<file path="config.mk">
export PLATFORM = sky130hd
export DESIGN_NAME = aux_tag_index_parser
export DESIGN_NICKNAME = d
export VERILOG_FILES = /design/src/rtl/atip_pkg.sv /design/src/rtl/atip_type_dec.sv /design/src/rtl/aux_tag_index_parser.sv
export SDC_FILE = /design/constraint.sdc
export NUM_CORES = 1
export LEC_CHECK = 0
export BUFFER_PORTS_ARGS = -buffer_cell sky130_fd_sc_hd__buf_4
export CORE_MARGIN = 10
export CORE_UTILIZATION = 30
export DETAILED_ROUTE_END_ITERATION = 10
export GPL_TIMING_DRIVEN = 0
export HOLD_SLACK_MARGIN = 0.08
export PLACE_DENSITY_LB_ADDON = 0.15
export SLEW_MARGIN = 15
export SYNTH_ARGS = -nofsm -noshare
export SYNTH_HDL_FRONTEND = slang
export SYNTH_SLANG_ARGS = --single-unit
</file>
<file path="constraint.sdc">
create_clock -name aclk -period 12.6 [get_ports aclk]
set_clock_uncertainty 0.2 [all_clocks]
set_input_delay 1.26 -clock aclk [delete_from_list [all_inputs] [get_ports aclk]]
set_output_delay 1.26 -clock aclk [all_outputs]
set_load 0.03 [all_outputs]
</file>
<file path="src/rtl/atip_pkg.sv">
`timescale 1ns / 1ps
// ----------------------------------------------------------------------------
// atip_pkg
// Shared types and constants for the aux tag index parser.
// ----------------------------------------------------------------------------
package atip_pkg;

    localparam int unsigned KIND_W = 3;
    localparam int unsigned TAG_W  = 16;
    localparam int unsigned POS_W  = 32;
    localparam int unsigned SKIP_W = 34;

    localparam logic [KIND_W-1:0] KIND_TAG     = 3'd0;
    localparam logic [KIND_W-1:0] KIND_END     = 3'd1;
    localparam logic [KIND_W-1:0] KIND_BADTYPE = 3'd2;
    localparam logic [KIND_W-1:0] KIND_BADSUB  = 3'd3;
    localparam logic [KIND_W-1:0] KIND_TRUNC   = 3'd4;

    localparam logic [7:0] CH_UA = 8'h41; // A
    localparam logic [7:0] CH_LA = 8'h61; // a
    localparam logic [7:0] CH_LC = 8'h63; // c
    localparam logic [7:0] CH_UC = 8'h43; // C
    localparam logic [7:0] CH_LS = 8'h73; // s
    localparam logic [7:0] CH_US = 8'h53; // S
    localparam logic [7:0] CH_LI = 8'h69; // i
    localparam logic [7:0] CH_UI = 8'h49; // I
    localparam logic [7:0] CH_LF = 8'h66; // f
    localparam logic [7:0] CH_UZ = 8'h5A; // Z
    localparam logic [7:0] CH_UH = 8'h48; // H
    localparam logic [7:0] CH_UB = 8'h42; // B

    typedef struct packed {
        logic [2:0] fixed_len;  // 0 when not a fixed-size type
        logic       is_string;
        logic       is_array;
        logic       elem_ok;    // valid array subtype
        logic [1:0] elem_shift; // log2 of element size
    } type_info_t;

endpackage

</file>
<file path="src/rtl/atip_type_dec.sv">
`timescale 1ns / 1ps
// ----------------------------------------------------------------------------
// atip_type_dec
// Decodes a byte as a field type code and as an array subtype code.
// ----------------------------------------------------------------------------
module atip_type_dec
    import atip_pkg::*;
(
    input  logic [7:0] code,
    output type_info_t info
);

    always_comb begin
        info = '0;
        case (code)
            CH_UA, CH_LA: begin
                info.fixed_len = 3'd1;
            end
            CH_LC, CH_UC: begin
                info.fixed_len  = 3'd1;
                info.elem_ok    = 1'b1;
                info.elem_shift = 2'd0;
            end
            CH_LS, CH_US: begin
                info.fixed_len  = 3'd2;
                info.elem_ok    = 1'b1;
                info.elem_shift = 2'd1;
            end
            CH_LI, CH_UI, CH_LF: begin
                info.fixed_len  = 3'd4;
                info.elem_ok    = 1'b1;
                info.elem_shift = 2'd2;
            end
            CH_UZ, CH_UH: begin
                info.is_string = 1'b1;
            end
            CH_UB: begin
                info.is_array = 1'b1;
            end
            default: begin
                info = '0;
            end
        endcase
    end

endmodule

</file>
<file path="src/rtl/aux_tag_index_parser.sv">
`timescale 1ns / 1ps
// ----------------------------------------------------------------------------
// aux_tag_index_parser
// Walks the aux section of an alignment record byte by byte and reports the
// tag code and type-byte offset of each field, plus end and error results.
//
// s_ channel: one aux byte per beat in s_tdata, s_tlast on the section's
// final byte. m_ channel: zero or one result per input beat; m_tuser holds
// the result kind, m_tdata the tag code and type offset (both zero unless
// the kind is tag found).
// Throughput: one byte per cycle while s_tready is high; the phase machine
// and counters update from each accepted beat.
// Output: a result appears on m_ in the cycle after the beat that causes it,
// held in the output register until taken.
// Stall: s_tready is low only while the output register holds a result
// that m_tready has not taken; a taken result frees it in the same cycle.
// Reset: aresetn low returns the parser to expect a first name byte at
// offset zero and drops any pending result.
// ----------------------------------------------------------------------------
module aux_tag_index_parser
    import atip_pkg::*;
(
    input  logic                    aclk,
    input  logic                    aresetn,
    input  logic                    s_tvalid,
    output logic                    s_tready,
    input  logic [7:0]              s_tdata,  // [7:0] aux_byte
    input  logic                    s_tlast,
    output logic                    m_tvalid,
    input  logic                    m_tready,
    output logic [TAG_W+POS_W-1:0]  m_tdata,  // [15:0] tag_code, [47:16] type_offset
    output logic [KIND_W-1:0]       m_tuser   // [2:0] result_kind
);

    typedef enum logic [2:0] {
        PH_NAME0,
        PH_NAME1,
        PH_TYPE,
        PH_SKIP,
        PH_STRING,
        PH_SUBTYPE,
        PH_COUNT
    } phase_t;

    phase_t            phase_reg,  phase_next;
    logic [7:0]        first_reg,  first_next;
    logic [POS_W-1:0]  pos_reg,    pos_next;
    logic [SKIP_W-1:0] skip_reg,   skip_next;
    logic [1:0]        shift_reg,  shift_next;
    logic [1:0]        cidx_reg,   cidx_next;
    logic [23:0]       acc_reg,    acc_next;
    logic              err_reg,    err_next;

    logic              m_tvalid_reg;
    logic [TAG_W+POS_W-1:0] m_tdata_reg;
    logic [KIND_W-1:0] m_tuser_reg;

    logic              accept;
    logic              emit;
    logic [KIND_W-1:0] kind;
    logic [TAG_W-1:0]  tag;
    logic [POS_W-1:0]  off;
    logic [POS_W-1:0]  pos_inc;
    logic [SKIP_W-1:0] skip_dec;
    logic [31:0]       count;
    type_info_t        info;

    atip_type_dec u_type_dec (
        .code (s_tdata),
        .info (info)
    );

    assign s_tready = !m_tvalid_reg || m_tready;
    assign accept   = s_tvalid && s_tready;
    assign m_tvalid = m_tvalid_reg;
    assign m_tdata  = m_tdata_reg;
    assign m_tuser  = m_tuser_reg;

    assign pos_inc  = (pos_reg == {POS_W{1'b1}}) ? pos_reg : pos_reg + 1'b1;
    assign skip_dec = (skip_reg != '0) ? skip_reg - 1'b1 : skip_reg;
    assign count    = {s_tdata, acc_reg};

    always_comb begin
        phase_next = phase_reg;
        first_next = first_reg;
        skip_next  = skip_reg;
        shift_next = shift_reg;
        cidx_next  = cidx_reg;
        acc_next   = acc_reg;
        err_next   = err_reg;
        pos_next   = pos_inc;
        emit       = 1'b0;
        kind       = KIND_TAG;
        tag        = '0;
        off        = '0;

        if (!err_reg) begin
            case (phase_reg)
                PH_NAME0: begin
                    first_next = s_tdata;
                    phase_next = PH_NAME1;
                end
                PH_NAME1: begin
                    emit       = 1'b1;
                    kind       = KIND_TAG;
                    tag        = {first_reg, s_tdata};
                    off        = pos_inc;
                    phase_next = PH_TYPE;
                end
                PH_TYPE: begin
                    if (info.fixed_len != 3'd0) begin
                        skip_next  = {{(SKIP_W-3){1'b0}}, info.fixed_len};
                        phase_next = PH_SKIP;
                    end else if (info.is_string) begin
                        phase_next = PH_STRING;
                    end else if (info.is_array) begin
                        phase_next = PH_SUBTYPE;
                    end else begin
                        emit     = 1'b1;
                        kind     = KIND_BADTYPE;
                        err_next = 1'b1;
                    end
                end
                PH_SKIP: begin
                    skip_next = skip_dec;
                    if (skip_dec == '0) begin
                        phase_next = PH_NAME0;
                    end
                end
                PH_STRING: begin
                    if (s_tdata == 8'd0) begin
                        phase_next = PH_NAME0;
                    end
                end
                PH_SUBTYPE: begin
                    if (info.elem_ok) begin
                        shift_next = info.elem_shift;
                        cidx_next  = 2'd0;
                        acc_next   = '0;
                        phase_next = PH_COUNT;
                    end else begin
                        emit     = 1'b1;
                        kind     = KIND_BADSUB;
                        err_next = 1'b1;
                    end
                end
                PH_COUNT: begin
                    case (cidx_reg)
                        2'd0: acc_next[7:0]   = s_tdata;
                        2'd1: acc_next[15:8]  = s_tdata;
                        2'd2: acc_next[23:16] = s_tdata;
                        default: acc_next     = acc_reg;
                    endcase
                    if (cidx_reg == 2'd3) begin
                        cidx_next  = 2'd0;
                        skip_next  = {2'b00, count} << shift_reg;
                        phase_next = (count == '0) ? PH_NAME0 : PH_SKIP;
                    end else begin
                        cidx_next = cidx_reg + 2'd1;
                    end
                end
                default: begin
                    phase_next = PH_NAME0;
                end
            endcase
        end

        if (s_tlast) begin
            if (!err_reg && !err_next) begin
                emit = 1'b1;
                kind = (phase_next == PH_NAME0) ? KIND_END : KIND_TRUNC;
                tag  = '0;
                off  = '0;
            end
            phase_next = PH_NAME0;
            first_next = '0;
            pos_next   = '0;
            skip_next  = '0;
            shift_next = '0;
            cidx_next  = '0;
            acc_next   = '0;
            err_next   = 1'b0;
        end
    end

    always_ff @(posedge aclk) begin
        if (!aresetn) begin
            phase_reg    <= PH_NAME0;
            first_reg    <= '0;
            pos_reg      <= '0;
            skip_reg     <= '0;
            shift_reg    <= '0;
            cidx_reg     <= '0;
            acc_reg      <= '0;
            err_reg      <= 1'b0;
            m_tvalid_reg <= 1'b0;
        end else begin
            if (accept) begin
                phase_reg    <= phase_next;
                first_reg    <= first_next;
                pos_reg      <= pos_next;
                skip_reg     <= skip_next;
                shift_reg    <= shift_next;
                cidx_reg     <= cidx_next;
                acc_reg      <= acc_next;
                err_reg      <= err_next;
                m_tvalid_reg <= emit;
            end else if (m_tready) begin
                m_tvalid_reg <= 1'b0;
            end
        end
    end

    always_ff @(posedge aclk) begin
        if (accept && emit) begin
            m_tdata_reg <= {off, tag};
            m_tuser_reg <= kind;
        end
    end

endmodule

</file>
* Yosys cells after proc, flatten, opt, wreduce, memory -nomap -nowiden
Index checks and enable logic that the tools add are counted.
** Word-level totals
- Output and inout bits :: 53
- Latch bits :: 0
- Memories :: 0
- Bits in registers :: 158
- Word-level logic and storage cells :: 151
- Bits in read-only memories :: 0
- Bits in writable memories :: 0
** Operators by class
- $mul :: 0
- Equality and inequality tests :: 29
- Reductions and logical operators :: 33
- $add $sub $neg :: 3
- Bitwise gates (word level) :: 0
- Multiplexer cells :: 72
- Magnitude comparators :: 0
- Shifts and indexed selects :: 1
- Divide/modulo/power cells :: 0
** Operators with widths (number)
- $mux W32 :: 6
- $mux W34 :: 5
- $pmux W34 S3 :: 1
- $eq A8 B7 Y1 const B :: 12
- $mux W24 :: 3
- $mux W16 :: 4
- $mux W8 :: 6
- $pmux W24 S2 :: 1
- $mux W3 :: 12
- $logic_not A34 Y1 :: 1
- $reduce_bool A34 Y1 :: 1
- $shl A32 B2 Y34 :: 1
- $sub A34 B1 Y34 const B :: 1
- $add A32 B1 Y32 const B :: 1
- $eq A32 B32 Y1 const B :: 1
- $logic_not A32 Y1 :: 1
- $mux W2 :: 14
- $pmux W3 S7 :: 1
- $reduce_and A5 Y1 :: 4
- $pmux W3 S3 :: 2
- $mux W1 :: 13
- $eq A3 B3 Y1 const B :: 3
- $ne A3 B2 Y1 const B :: 3
- $ne A3 B3 Y1 const B :: 3
- other kinds (23) :: 38

* Logic depth before layout (Yosys ltp)
Gate-level depths: netlist (run 1).
- Depth in word-level cells :: 12
- Depth in mapped cells :: 13

* By module
A second synthesis (run 1) with hierarchy kept.
** Unflattened totals
- Cells, all modules :: 1164
- Area, all modules :: 9626.7 µm²
** Modules (own cells, without submodules)
- aux_tag_index_parser :: area an instance 9465.3 µm², cells each 1141, seq. area each 3673.5 µm², times used 1
- atip_type_dec :: area an instance 161.4 µm², cells each 23, seq. area each 0.0 µm², times used 1

* Worst setup path after synthesis (run 1)
OpenSTA, ideal clock, no wires.
- Path type :: input-to-reg
- Start :: input s_tdata[0]
- End :: register m_tdata_reg[0] (netlist: m_tdata[0]), enable pin
- Path buffers :: 1
- Cell stages on the path :: 6
- Arrival :: 6112 ps
- Setup slack :: 5749 ps
- Library setup time :: 539 ps
- Cells stage by stage :: clkbuf_1 nor4bb_1 a32o_1 nor3_1 a32oi_1 a211oi_1
** Between the ends
- Word-level cells in the longest chain between the ends :: 12
- Elaborated cells on any way between the ends :: 35
- Those cells by class :: eq/ne (12); mux (14); reduce/logical (9)
** RTL lines
- start, declared :: line aux_tag_index_parser.sv:27 : input logic [7:0] s_tdata,
- $eq A8 B7 Y1 :: line atip_type_dec.sv:15 : case (code)
- $reduce_or A4 Y1 (no line) (tied with other cells)
- $pmux W3 S3 (tied with other cells) :: line atip_type_dec.sv:15
- $reduce_bool A3 Y1 or $mux W1 (tied branches) :: line aux_tag_index_parser.sv:111, aux_tag_index_parser.sv:114
- $mux W1 :: line aux_tag_index_parser.sv:111 : if (info.fixed_len != 3'd0) begin
- $pmux W1 S2 :: line aux_tag_index_parser.sv:98 : case (phase_reg)
- $mux W1 :: line aux_tag_index_parser.sv:97 : if (!err_reg) begin
- $logic_not A1 Y1 :: line aux_tag_index_parser.sv:169 : if (!err_reg && !err_next) begin
- $logic_and A1 B1 Y1 :: line aux_tag_index_parser.sv:169
- $mux W1 :: line aux_tag_index_parser.sv:169
- $mux W1 * :: line aux_tag_index_parser.sv:168 : if (s_tlast) begin
- $logic_and A1 B1 Y1 * :: line aux_tag_index_parser.sv:215 : if (accept && emit) begin
- end signal, assigned :: line aux_tag_index_parser.sv:216 : m_tdata_reg <= {off, tag};
- end, declared :: line aux_tag_index_parser.sv:55 : logic [TAG_W+POS_W-1:0] m_tdata_reg;
Every way passes the cells marked *; elsewhere a longest branch is shown, timed or not.
A chain may end at the register's enable or synchronous reset.

* Worst setup path after layout (run 1)
- Start :: input s_tdata[3]
- End :: register skip_reg[9]
** Between the ends
- Word-level cells in the longest chain between the ends :: 6
- Elaborated cells on any way between the ends :: 21
- Those cells by class :: eq/ne (10); shift (1); mux (5); reduce/logical (5)
** RTL lines
- $eq A8 B7 Y1 :: line atip_type_dec.sv:15
- $reduce_or A4 Y1 (no line) (tied with other cells)
- $pmux W3 S3 :: line atip_type_dec.sv:15
- $reduce_bool A3 Y1 :: line aux_tag_index_parser.sv:111
- $ne A3 B3 Y1 (no line)
- $reduce_and A5 Y1 (no line)
- end signal, assigned :: line aux_tag_index_parser.sv:202 : skip_reg <= skip_next;
- end, declared :: line aux_tag_index_parser.sv:48 : logic [SKIP_W-1:0] skip_reg, skip_next;
Several ways; a longest one is shown, not always the timed one. The select of a mux whose other input is x is not followed.

==> results_dict.tcl, run 1 <==
set metrics [dict create \
    nFillCells 3353 \
    ys_seq_area_share_pct 38.4 \
    largest_register_ffs 48 \
    die_y_um 199 \
    r2r_cells 12 \
    cts_hold_buf 0 \
    fin_hold_ws_ns 0.282 \
    reg2reg_setup_slack_ns 8.42 \
    numCtsBuffers 17 \
    rsz0062_at_grt "no" \
    port_buffers 62 \
    power.leakage_uw 0.00397 \
    num_vias 9001 \
    layout_common_cells "nor2_1 (187), dfxtp_1 (107), nand2_1 (86), a21oi_1 (78), buf_4 (66)" \
    cts_tree "yes" \
    stdcell_count 1651 \
    cts_htree_levels 4 \
    grt-ovfl-total 0 \
    path_clk_slew_ns 0.07 \
    via_per_inst 5.45 \
    worst_pin_slew_ns 1.11 \
    async_reset_ff_share_pct 0 \
    ios 66 \
    track_usage_pct 17.0 \
    synth_area_um2 9580 \
    drive_gt1_share_pct 13.0 \
    num-nets-final 1255 \
    place_inst 1619 \
    fin_tns_setup_ns 0 \
    post-dp-hpwl_mm 24.9 \
    grt_pass1_vias 8718 \
    p_per_area_nw_per_um2 107 \
    synth_cell_types 83 \
    r2r_start "skip_reg[0]$_SDFFE_PN0P_" \
    status "finished, final reports clean" \
    fin_crit_ns 4.34 \
    rows 65 \
    syn_area_per_cell_um2 8.31 \
    die_w_um 199 \
    final_common_cell "nor2_1" \
    relSlewSlack_pct 25.3 \
    ys_seq_elements 158 \
    synth_top_area_share_pct 22.4 \
    min-delay-start "first_reg[4]$_SDFFE_PN0P_" \
    fin_crit_sh_pct 34.4 \
    cts-root-buf "clkbuf_16" \
    critPathCaptureType "register" \
    clkLatencyLatePin_ns 0.44 \
    synth_warnings 0 \
    critPathMaxFanout 10 \
    synth_edf_count 51 \
    grt_pass1_wl_mm 51.8 \
    setup-violations-final 0 \
    cts_resized 0 \
    syn_to_final_growth_pct 17.2 \
    min_to "first_reg[4]$_SDFFE_PN0P_" \
    die-area_um2 39500 \
    worstSetupPathType "input port to register" \
    worstPathArrival_ns 4.51 \
    drt_drc_violations_left 0 \
    crit_required_ns 12.77 \
    syn_nets 1171 \
    dr.pass1.iters 5 \
    cts_setup_buffers 0 \
    max_cap_viol_count 0 \
    timing.rr.end "m_tuser[2]$_SDFFCE_PN0P_" \
    diodes 0 \
    gp_routability_congestion 0.916 \
    initial_core_util_pct 30.3 \
    yosysTopAreaCell "dfxtp_1" \
    coreArea_um2 31600 \
    whs_path_depth 2 \
    max-clock-path-buffers 2 \
    synth.area.top_cells "dfxtp_1 (22%), edfxtp_1 (16%), nor2_1 (7.3%)" \
    final_max_slew_viol_count 0 \
    irDropWorstVdd_mv 0.0863 \
    syn_inst 1152 \
    clock_sinks 158 \
    synth_ff_type "dfxtp_1" \
    detail_route.wl_per_cell_um 20.2 \
    ant_nets 0 \
    grt_max_degree 18 \
    drt-total-wl_mm 33.4 \
    cp-start-kind "input port" \
    max_freq_mhz 230 \
    hp-class "register to register" \
    grt_antenna_before_repair 0 \
    total_power_uw 1200 \
    drtIter0Drc 659 \
    hold_viol 0 \
]
-- cell usage after synthesis (4+ instances only) --
| cell type | count |
|---|---|
| nor2_1 | 187 |
| dfxtp_1 | 107 |
| nand2_1 | 86 |
| a21oi_1 | 78 |
| o21ai_0 | 65 |
| clkbuf_1 | 64 |
| edfxtp_1 | 51 |
| mux2i_1 | 47 |
| nand3_1 | 39 |
| and2_1 | 32 |
| nor3_1 | 31 |
| a22oi_1 | 28 |
| xnor2_1 | 25 |
| xor2_1 | 20 |
| nor4_1 | 18 |
| or3_1 | 18 |
| nand4_1 | 17 |
| inv_1 | 16 |
| nor3b_1 | 13 |
| a31oi_1 | 11 |
| mux2_2 | 10 |
| nand2b_1 | 9 |
| a211oi_1 | 8 |
| and3_1 | 8 |
| buf_2 | 8 |
| nor2b_1 | 8 |
| o22ai_1 | 8 |
| and4_1 | 7 |
| buf_1 | 7 |
| o211ai_1 | 7 |
| a32oi_1 | 6 |
| ha_1 | 6 |
| nand3b_1 | 5 |
| o32ai_1 | 5 |
| a311oi_1 | 4 |
| and3_2 | 4 |
| buf_4 | 4 |
| mux4_2 | 4 |
| nor2_2 | 4 |
| nor4_2 | 4 |
| nor4_4 | 4 |
| or4_1 | 4 |
-- worst max-delay path by stage --
| stage | from | endpoint | slack (ns) | cells past startpoint |
|---|---|---|---|---|
| after floorplan | s_tdata[0] | m_tdata[0]$_DFFE_PP_ | 5.75 | 6 |
| after global placement | s_tdata[0] | m_tdata[47]$_DFFE_PP_ | 3.27 | 6 |
| after detailed placement | s_tdata[3] | skip_reg[13]$_SDFFE_PN0P_ | 7.89 | 11 |
| after CTS | s_tdata[3] | skip_reg[9]$_SDFFE_PN0P_ | 8.35 | 11 |
| after global routing | s_tdata[3] | skip_reg[25]$_SDFFE_PN0P_ | 8.05 | 11 |
| final | s_tdata[3] | skip_reg[9]$_SDFFE_PN0P_ | 8.26 | 11 |
-- worst max-delay path, stage by stage --
cell,delay [ns]
buf_4,0.09
clkbuf_1,0.40
nor4bb_1,0.43
a32o_1,0.32
nor3_1,0.14
nor4b_1,0.33
o21ai_1,0.19
nor2_1,0.67
buf_2,0.43
nand2_1,0.09
a21oi_1,0.14
-- per-stage QoR --
step	setup WS (ns)	utilization, %	cell area (µm²)
after floorplan	5.75	-	9580
after global placement	3.27	33.4	10500
after detailed placement	7.89	33.6	10600
after CTS	8.35	35.6	11200
after global routing	8.05	35.6	11200
final	8.26	35.6	11200
-- final cells by class --
| cell class | count | area (µm²) | area share (%) |
|---|---|---|---|
| multi-input combinational | 892 | 5500 | 49.0 |
| buffer | 86 | 358 | 3.19 |
| clock buffer | 18 | 429 | 3.82 |
| clock inverter | 14 | 179 | 1.59 |
| sequential | 158 | 3670 | 32.7 |
| inverter | 16 | 60.1 | 0.535 |
| timing repair buffer | 65 | 519 | 4.63 |
| tap | 402 | 503 | 4.48 |
-- kinds of logic after synthesis --
kind of cell               after synthesis  share of synthesized area [%]
and+or+nand+nor                        524                           28.8
muxes                                   61                           7.03
buffers and inverters                  102                           4.36
xor gates and xnor gates                45                           4.12
AOI/OAI and AO/OA                      256                           16.6
DFF                                    158                           38.4
adders and majority gates                6                          0.784
-- report_power, final --
group	leakage (µW)	total [µW]	internal, µW	switching (µW)
sequential	0.00136	538	535	3.55
combinational	0.00232	108	31.3	76.6
clock	0.000295	551	301	249
total	0.00397	1200	868	330
-- layer usage --
layer / up-vias / track usage, % / wire length (µm)
li1: 4359 / - / -
met1: 4310 / 21.3 / 15100
met2: 265 / 28.0 / 15600
met3: 67 / 2.62 / 1320
met4: 0 / 7.86 / 1270
met5: - / 0 / 0
Note: power is estimated with default switching activity, not from simulation.
==> run 2, diff against run 1 <==
--- a/config.mk
+++ b/config.mk
@@ -5,6 +5,7 @@
 export SDC_FILE = /design/constraint.sdc
 export NUM_CORES = 1
 export LEC_CHECK = 0
+export ABC_AREA = 1
 export BUFFER_PORTS_ARGS = -buffer_cell sky130_fd_sc_hd__buf_4
 export CORE_MARGIN = 10
 export CORE_UTILIZATION = 30
==> constraint.sdc (replaced) <==
create_clock -name aclk -period 3.6 [get_ports aclk]
set_clock_uncertainty 0.2 [all_clocks]
set_input_delay 0.36 -clock aclk [delete_from_list [all_inputs] [get_ports aclk]]
set_output_delay 0.36 -clock aclk [all_outputs]
set_load 0.03 [all_outputs]
==> run 2 against run 1 <==
Register-to-register slack worse by 8.1 ns; setup slack got worse by 8.0 ns; cell area decreased by 2.7%; sequential power rose to 3.6 times the previous value; global-route usage is 0.75 points lower; first-iteration DRC count up 18%; count of clock-buffer cells in the layout up 2; total power grew to 3.4 times the previous value; routed wire length decreased by 6.5%; synthesized cell count grew 18%; clock power rose to 3.2 times the previous value; utilization up 0.30 points; largest cell class unchanged; largest power group is now registers.
==> results_dict.tcl, run 2 <==
set metrics [dict create \
    num_vias 9129 \
    hold_viol 0 \
    yosysTopAreaCell "dfxtp_1" \
    numCtsBuffers 17 \
    min-delay-start "s_tvalid" \
    drtIter0Drc 779 \
    critPathMaxFanout 10 \
    async_reset_ff_share_pct 0 \
    max_cap_viol_count 0 \
    dr.pass1.iters 6 \
    r2r_cells 18 \
    drt-total-wl_mm 31.2 \
    path_delay_family "buffers and inverters" \
    worst_pin_slew_ns 0.991 \
    dr_wl_met2_mm 14.1 \
    drt_drc_violations_left 0 \
    detail_route.wl_per_cell_um 16.7 \
    layout_common_cells "nand2_1 (391), nor2_1 (176), inv_1 (146), a21oi_1 (129), dfxtp_1 (107)" \
    ios 66 \
    min_to "err_reg$_SDFFE_PN0P_" \
    synth_edf_count 51 \
    syn_inst 1363 \
    gp_routability_congestion 0.925 \
    relSlewSlack_pct 33.7 \
    worstSetupPathType "input port to register" \
    final_common_cell "nand2_1" \
    hp-class "input port to register" \
    synthTopCellsByCount "nand2_1 (391), nor2_1 (176), inv_1 (146)" \
    post-dp-hpwl_mm 24.4 \
    grt_pass1_wl_mm 49.8 \
    track_usage_pct 16.2 \
    dr_wl_met3_mm 1.29 \
    met1Wirelength_mm 15.4 \
    drive_gt1_share_pct 10.2 \
    cp_num_buf_inv 8 \
    whs_path_depth 4 \
    coreArea_um2 30400 \
    routed.top_layer "met4" \
    cts_htree_levels 4 \
    max-clock-path-buffers 2 \
    die_y_um 195 \
    die-area_um2 38100 \
    num-nets-final 1476 \
    status "finished, final reports clean" \
    crit_top_cell "nor2_1" \
    worstPathArrival_ns 3.29 \
    r2r_start "skip_reg[0]$_SDFFE_PN0P_" \
    synth_cell_types 36 \
    grt_pass1_vias 8910 \
    place_inst 1825 \
    synth_area_um2 9210 \
    synth_top_area_share_pct 23.3 \
    place_area_um2 10300 \
    cp_cell_sequence "dlygate4sd3_1, buf_4, inv_1, nand2_1, nor2_1, nand2_1, nor3_2, nor2_1, o21ai_2, nor2_1, inv_2, nand2_1, nor2_1, inv_1, nor2_2, inv_2, nand3_2, buf_4, buf_4, nor2_1" \
    syn_to_final_growth_pct 18.5 \
    ant_nets 0 \
    irDropWorstVdd_mv 0.348 \
    setup-violations-final 0 \
    ys_seq_elements 158 \
    fin_crit_ns 3.30 \
    synth_ff_type "dfxtp_1" \
    reg2reg_setup_slack_ns 0.31 \
    synth.area.top_cells "dfxtp_1 (23%), edfxtp_1 (17%), nand2_1 (16%)" \
    via_per_inst 4.89 \
    grt_antenna_before_repair 0 \
    grt_max_degree 25 \
    stdcell_count 1866 \
    rsz0062_at_grt "no" \
    largest_register_ffs 48 \
    cp_slowest_cell "dlygate4sd3_1" \
    die_w_um 195 \
    ys_seq_area_share_pct 39.9 \
    syn_nets 1382 \
    design_area_um2 10900 \
    syn_area_per_cell_um2 6.76 \
    path_clk_slew_ns 0.07 \
    final_max_slew_viol_count 0 \
    fin_crit_sh_pct 91.8 \
    critPathCaptureType "register" \
    initial_core_util_pct 30.3 \
    max_freq_mhz 303 \
    grt-ovfl-total 0 \
    slowest_delay_ns 0.54 \
    power.leakage_uw 0.00423 \
    port_buffers 64 \
    crit_required_ns 3.58 \
    cts_tree "yes" \
    clock_sinks 158 \
    p_per_area_nw_per_um2 376 \
    cp-start-kind "input port" \
    rows 64 \
    clkLatencyLatePin_ns 0.43 \
    cts-root-buf "clkbuf_16" \
    diodes 0 \
    synth_warnings 0 \
    timing.rr.end "m_tuser[2]$_SDFFCE_PN0P_" \
    yosysMostFrequentCell "nand2_1" \
]
==> run 2: changes by cell type after synthesis, sizes merged, moves of 13 or more <==
cell / change
or3: -18
o21ai: +19
nand2: +312
nor3b: -13
nor4: -15
a21oi: +52
mux2i: -47
and3: -14
and2: -34
inv: +138
a22oi: -26
clkbuf: -26
==> run 2: worst max path at each step <==
stage / slack (ns) / cells past startpoint / start / end
detailed placement: 0.30 / 17 / s_tdata[3] / m_tdata[16]$_DFFE_PP_
CTS: 0.20 / 18 / s_tdata[3] / m_tdata[23]$_DFFE_PP_
global placement: -0.41 / 16 / s_tdata[3] / m_tdata[16]$_DFFE_PP_
floorplan: 0.49 / 15 / s_tdata[3] / m_tdata[0]$_DFFE_PP_
global route: 0.04 / 15 / skip_reg[0]$_SDFFE_PN0P_ / m_tuser[2]$_SDFFCE_PN0P_
finish: 0.30 / 20 / s_tdata[3] / m_tdata[0]$_DFFE_PP_
==> run 2: power by group <==
part	leakage (µW)	total [µW]	internal, µW	switching (µW)
combinational	0.00258	402	121	281
sequential	0.00138	1920	1890	23.8
clock	0.000270	1790	991	796
total	0.00423	4110	3010	1100
==> run 2: per-layer routing <==
metal  track usage, %  up-vias
li1                 -     4632
met1             22.6     4275
met2             25.7      198
met3             2.59       24
met4             3.62        0
met5                0        -
==> run 2: worst reg2reg max path: stages, from the launching register on <==
cell and delay, ns:
dfxtp_1 0.32, inv_1 0.11, ha_1 0.33, nand2_2 0.13, nor2_4 0.22, nand2_4 0.09, nor2_4 0.18, nand2_4 0.14
buf_6 0.18, nand2_1 0.06, o21ai_1 0.10, nor2_1 0.17, nand3_1 0.10, nor2_1 0.10, nand3_1 0.13, nand2_1 0.15
nand3_2 0.09, a21oi_2 0.17, a21oi_1 0.09
==> run 2: cell type report <==
type / count / area (µm²)
flip-flops and latches: 158 / 3670
plain buffers: 55 / 248
fillers: 3397 / 19500
clock buffers: 20 / 457
clock inverters: 12 / 110
inverters: 156 / 586
well taps: 396 / 495
repair buffers: 75 / 628
multi-input cells: 994 / 4720
==> run 2: logic make-up after synthesis <==
family,Yosys count,synth area share [%]
adders and majority gates,6,0.815
AOI/OAI and AO/OA,265,15.8
and+or+nand+nor,684,30.8
xor gates and xnor gates,39,3.71
DFF,158,39.9
buffers and inverters,211,9.05
==> run 2: through the flow <==
stage / hold WS (ns) / TNS [ns] / worst slack [ns] / power [µW] / utilization, %
finish: 0.104 / 0 / 0.296 / 4110 / 35.9
global route: 0.135 / 0 / 0.0410 / 4250 / 35.9
detailed placement: 0.256 / 0 / 0.302 / 2350 / 33.7
CTS: 0.103 / 0 / 0.195 / 4130 / 35.7
global placement: 0.254 / -20.90 / -0.412 / 2340 / 33.5
floorplan: 0.237 / 0 / 0.494 / 2190 / -
==> run 2: repair_timing <==
action / in CTS / in global routing
buffers inserted: 0 / 4
endpoints found under the setup margin: 0 / 59
endpoints found under the hold margin: 9 / 0
resized for setup: 0 / 2
hold buffers: 5 / 0
==> run 3, diff against run 2 <==
--- a/config.mk
+++ b/config.mk
@@ -5,7 +5,7 @@
 export SDC_FILE = /design/constraint.sdc
 export NUM_CORES = 1
 export LEC_CHECK = 0
-export ABC_AREA = 1
+export ABC_AREA = 0
 export BUFFER_PORTS_ARGS = -buffer_cell sky130_fd_sc_hd__buf_4
 export CORE_MARGIN = 10
 export CORE_UTILIZATION = 30
==> run 3 against run 2 <==
Total power rose by 1.6%; via count fell by 1.1%; sequential share of layout area fell by 1.3 points; maximum frequency fell by 6.5%; combinational power fell by 5.2%; global-route usage rose by 0.92 points; utilization rose by 0.16 points; flip-flop and latch count did not move; count of clock-buffer cells in the layout fell by 2; largest cell class unchanged.
==> results_dict.tcl, run 3 (synthesized netlist as in run 1, its figures left out) <==
set metrics [dict create \
    status "finished, final reports clean" \
    cts_tree "yes" \
    max_freq_mhz 283 \
    drive_gt1_share_pct 14.5 \
    detail_route.wl_per_cell_um 20.5 \
    via_per_inst 5.45 \
    hold_viol 0 \
    die_y_um 199 \
    die-area_um2 39500 \
    post-dp-hpwl_mm 25.1 \
    place_inst 1619 \
    critPathCaptureType "register" \
    initial_core_util_pct 30.3 \
    worst_pin_slew_ns 1.12 \
    dr.pass1.iters 5 \
    max_cap_viol_count 0 \
    cp_cell_sequence "buf_2, nor4_4, nand3_1, a2111oi_0, and4_1, nand4_1, nor4_4, nand4_1, nand2_1, nor3_1" \
    relSlewSlack_pct 24.9 \
    crit_required_ns 3.55 \
    final_common_cell "nor2_1" \
    coreArea_um2 31600 \
    worstSetupPathType "register to register" \
    design_area_um2 11400 \
    grt_pass1_wl_mm 52.4 \
    hp-class "input port to register" \
    clock_sinks 158 \
    cts-root-buf "clkbuf_16" \
    track_usage_pct 17.1 \
    fin_crit_ns 3.54 \
    drt-total-wl_mm 34.0 \
    total_power_uw 4170 \
    fin_crit_sh_pct 98.2 \
    largest_register_ffs 48 \
    num_vias 9029 \
    drt_drc_violations_left 0 \
    numCtsBuffers 17 \
    grt_antenna_before_repair 0 \
    ios 66 \
    rsz0062_at_grt "yes" \
    grt_max_degree 18 \
    num-nets-final 1261 \
    power.leakage_uw 0.00404 \
    cts_htree_levels 4 \
    syn_to_final_growth_pct 18.8 \
    irDropWorstVdd_mv 0.264 \
    final_max_slew_viol_count 0 \
    setup-violations-final 0 \
    die_w_um 199 \
    place_area_um2 10600 \
    cp-start-kind "register" \
    cp_num_buf_inv 1 \
    gp_routability_congestion 0.938 \
    p_per_area_nw_per_um2 367 \
    drtIter0Drc 648 \
    slowest_delay_ns 0.55 \
    stdcell_count 1657 \
    path_delay_family "simple AND/OR/NAND/NOR gates" \
    port_buffers 62 \
    critPathMaxFanout 9 \
    max-clock-path-buffers 2 \
    path_clk_slew_ns 0.07 \
    cp_slowest_cell "nor4_4" \
    ant_nets 0 \
    grt-ovfl-total 0 \
    diodes 0 \
    clkLatencyLatePin_ns 0.44 \
    grt_pass1_vias 8741 \
    rows 65 \
    worstPathArrival_ns 3.48 \
    layout_common_cells "nor2_1 (185), dfxtp_1 (106), nand2_1 (86), a21oi_1 (78), buf_4 (72)" \
]
==> run 3: cell count changes in the layout (fill, tap and decap cells not counted), sizes merged, moves of 15 or more <==
cell | before | now
a21oi | 131 | 79
or3 | 0 | 18
nand2 | 398 | 86
and2 | 0 | 34
nor4 | 11 | 26
a22oi | 2 | 28
o21ai | 88 | 69
inv | 157 | 26
clkbuf | 60 | 83
mux2i | 0 | 47
==> run 3: stage by stage <==
step | utilization [%] | TNS [ns] | worst slack, ns | hold WS (ns)
CTS | 35.8 | 0 | 0.0271 | 0.109
detailed placement | 33.6 | -9.48 | -0.558 | 0.274
global route | 36.0 | -0.0103 | -0.0103 | 0.109
finish | 36.0 | 0 | 0.0645 | 0.119
global placement | 33.5 | -74.31 | -1.27 | 0.271
floorplan | - | 0 | 0.0204 | 0.248
==> run 3: routing by layer <==
metal | vias to the layer above | global-route usage [%] | part of all wire (%)
met1 | 4372 | 21.6 | 44
met2 | 249 | 29.1 | 48
li1 | 4368 | - | -
met5 | - | 0 | 0
met3 | 40 | 3.18 | 5.2
met4 | 0 | 5.06 | 2.1
==> run 3: where the power goes <==
part	internal (µW)	switching, µW
sequential	1870	12.8
clock	1020	891
combinational	109	272
total	3000	1180
==> run 3: final cells by class <==
| class | count | area [µm²] |
|---|---|---|
| fillers | 3340 | 20200 |
| flip-flops and latches | 158 | 3670 |
| repair buffers | 72 | 562 |
| clock inverters | 14 | 168 |
| well taps | 402 | 503 |
| clock buffers | 18 | 439 |
| multi-input cells | 892 | 5610 |
| plain buffers | 85 | 354 |
| inverters | 16 | 60.1 |
==> run 3: timing repair <==
| item | in CTS | in global routing |
|---|---|---|
| buffers inserted | 2 | 4 |
| cloned | 0 | 0 |
| hold endpoints to repair | 1 | 0 |
| pin swaps | 2 | 2 |
| setup endpoints to repair | 4 | 22 |
| hold buffers | 1 | 0 |
| resized for setup | 11 | 10 |
==> run 3: final timing paths <==
kind,startpoint,endpoint,slack [ns],depth (start not counted)
max,skip_reg[5]$_SDFFE_PN0P_,m_tuser[2]$_SDFFCE_PN0P_,0.06,10
min reg2reg,first_reg[5]$_SDFFE_PN0P_,first_reg[5]$_SDFFE_PN0P_,0.28,2
min,s_tdata[5],m_tdata[5]$_DFFE_PP_,0.12,2
max reg2reg,skip_reg[5]$_SDFFE_PN0P_,m_tuser[2]$_SDFFCE_PN0P_,0.06,10
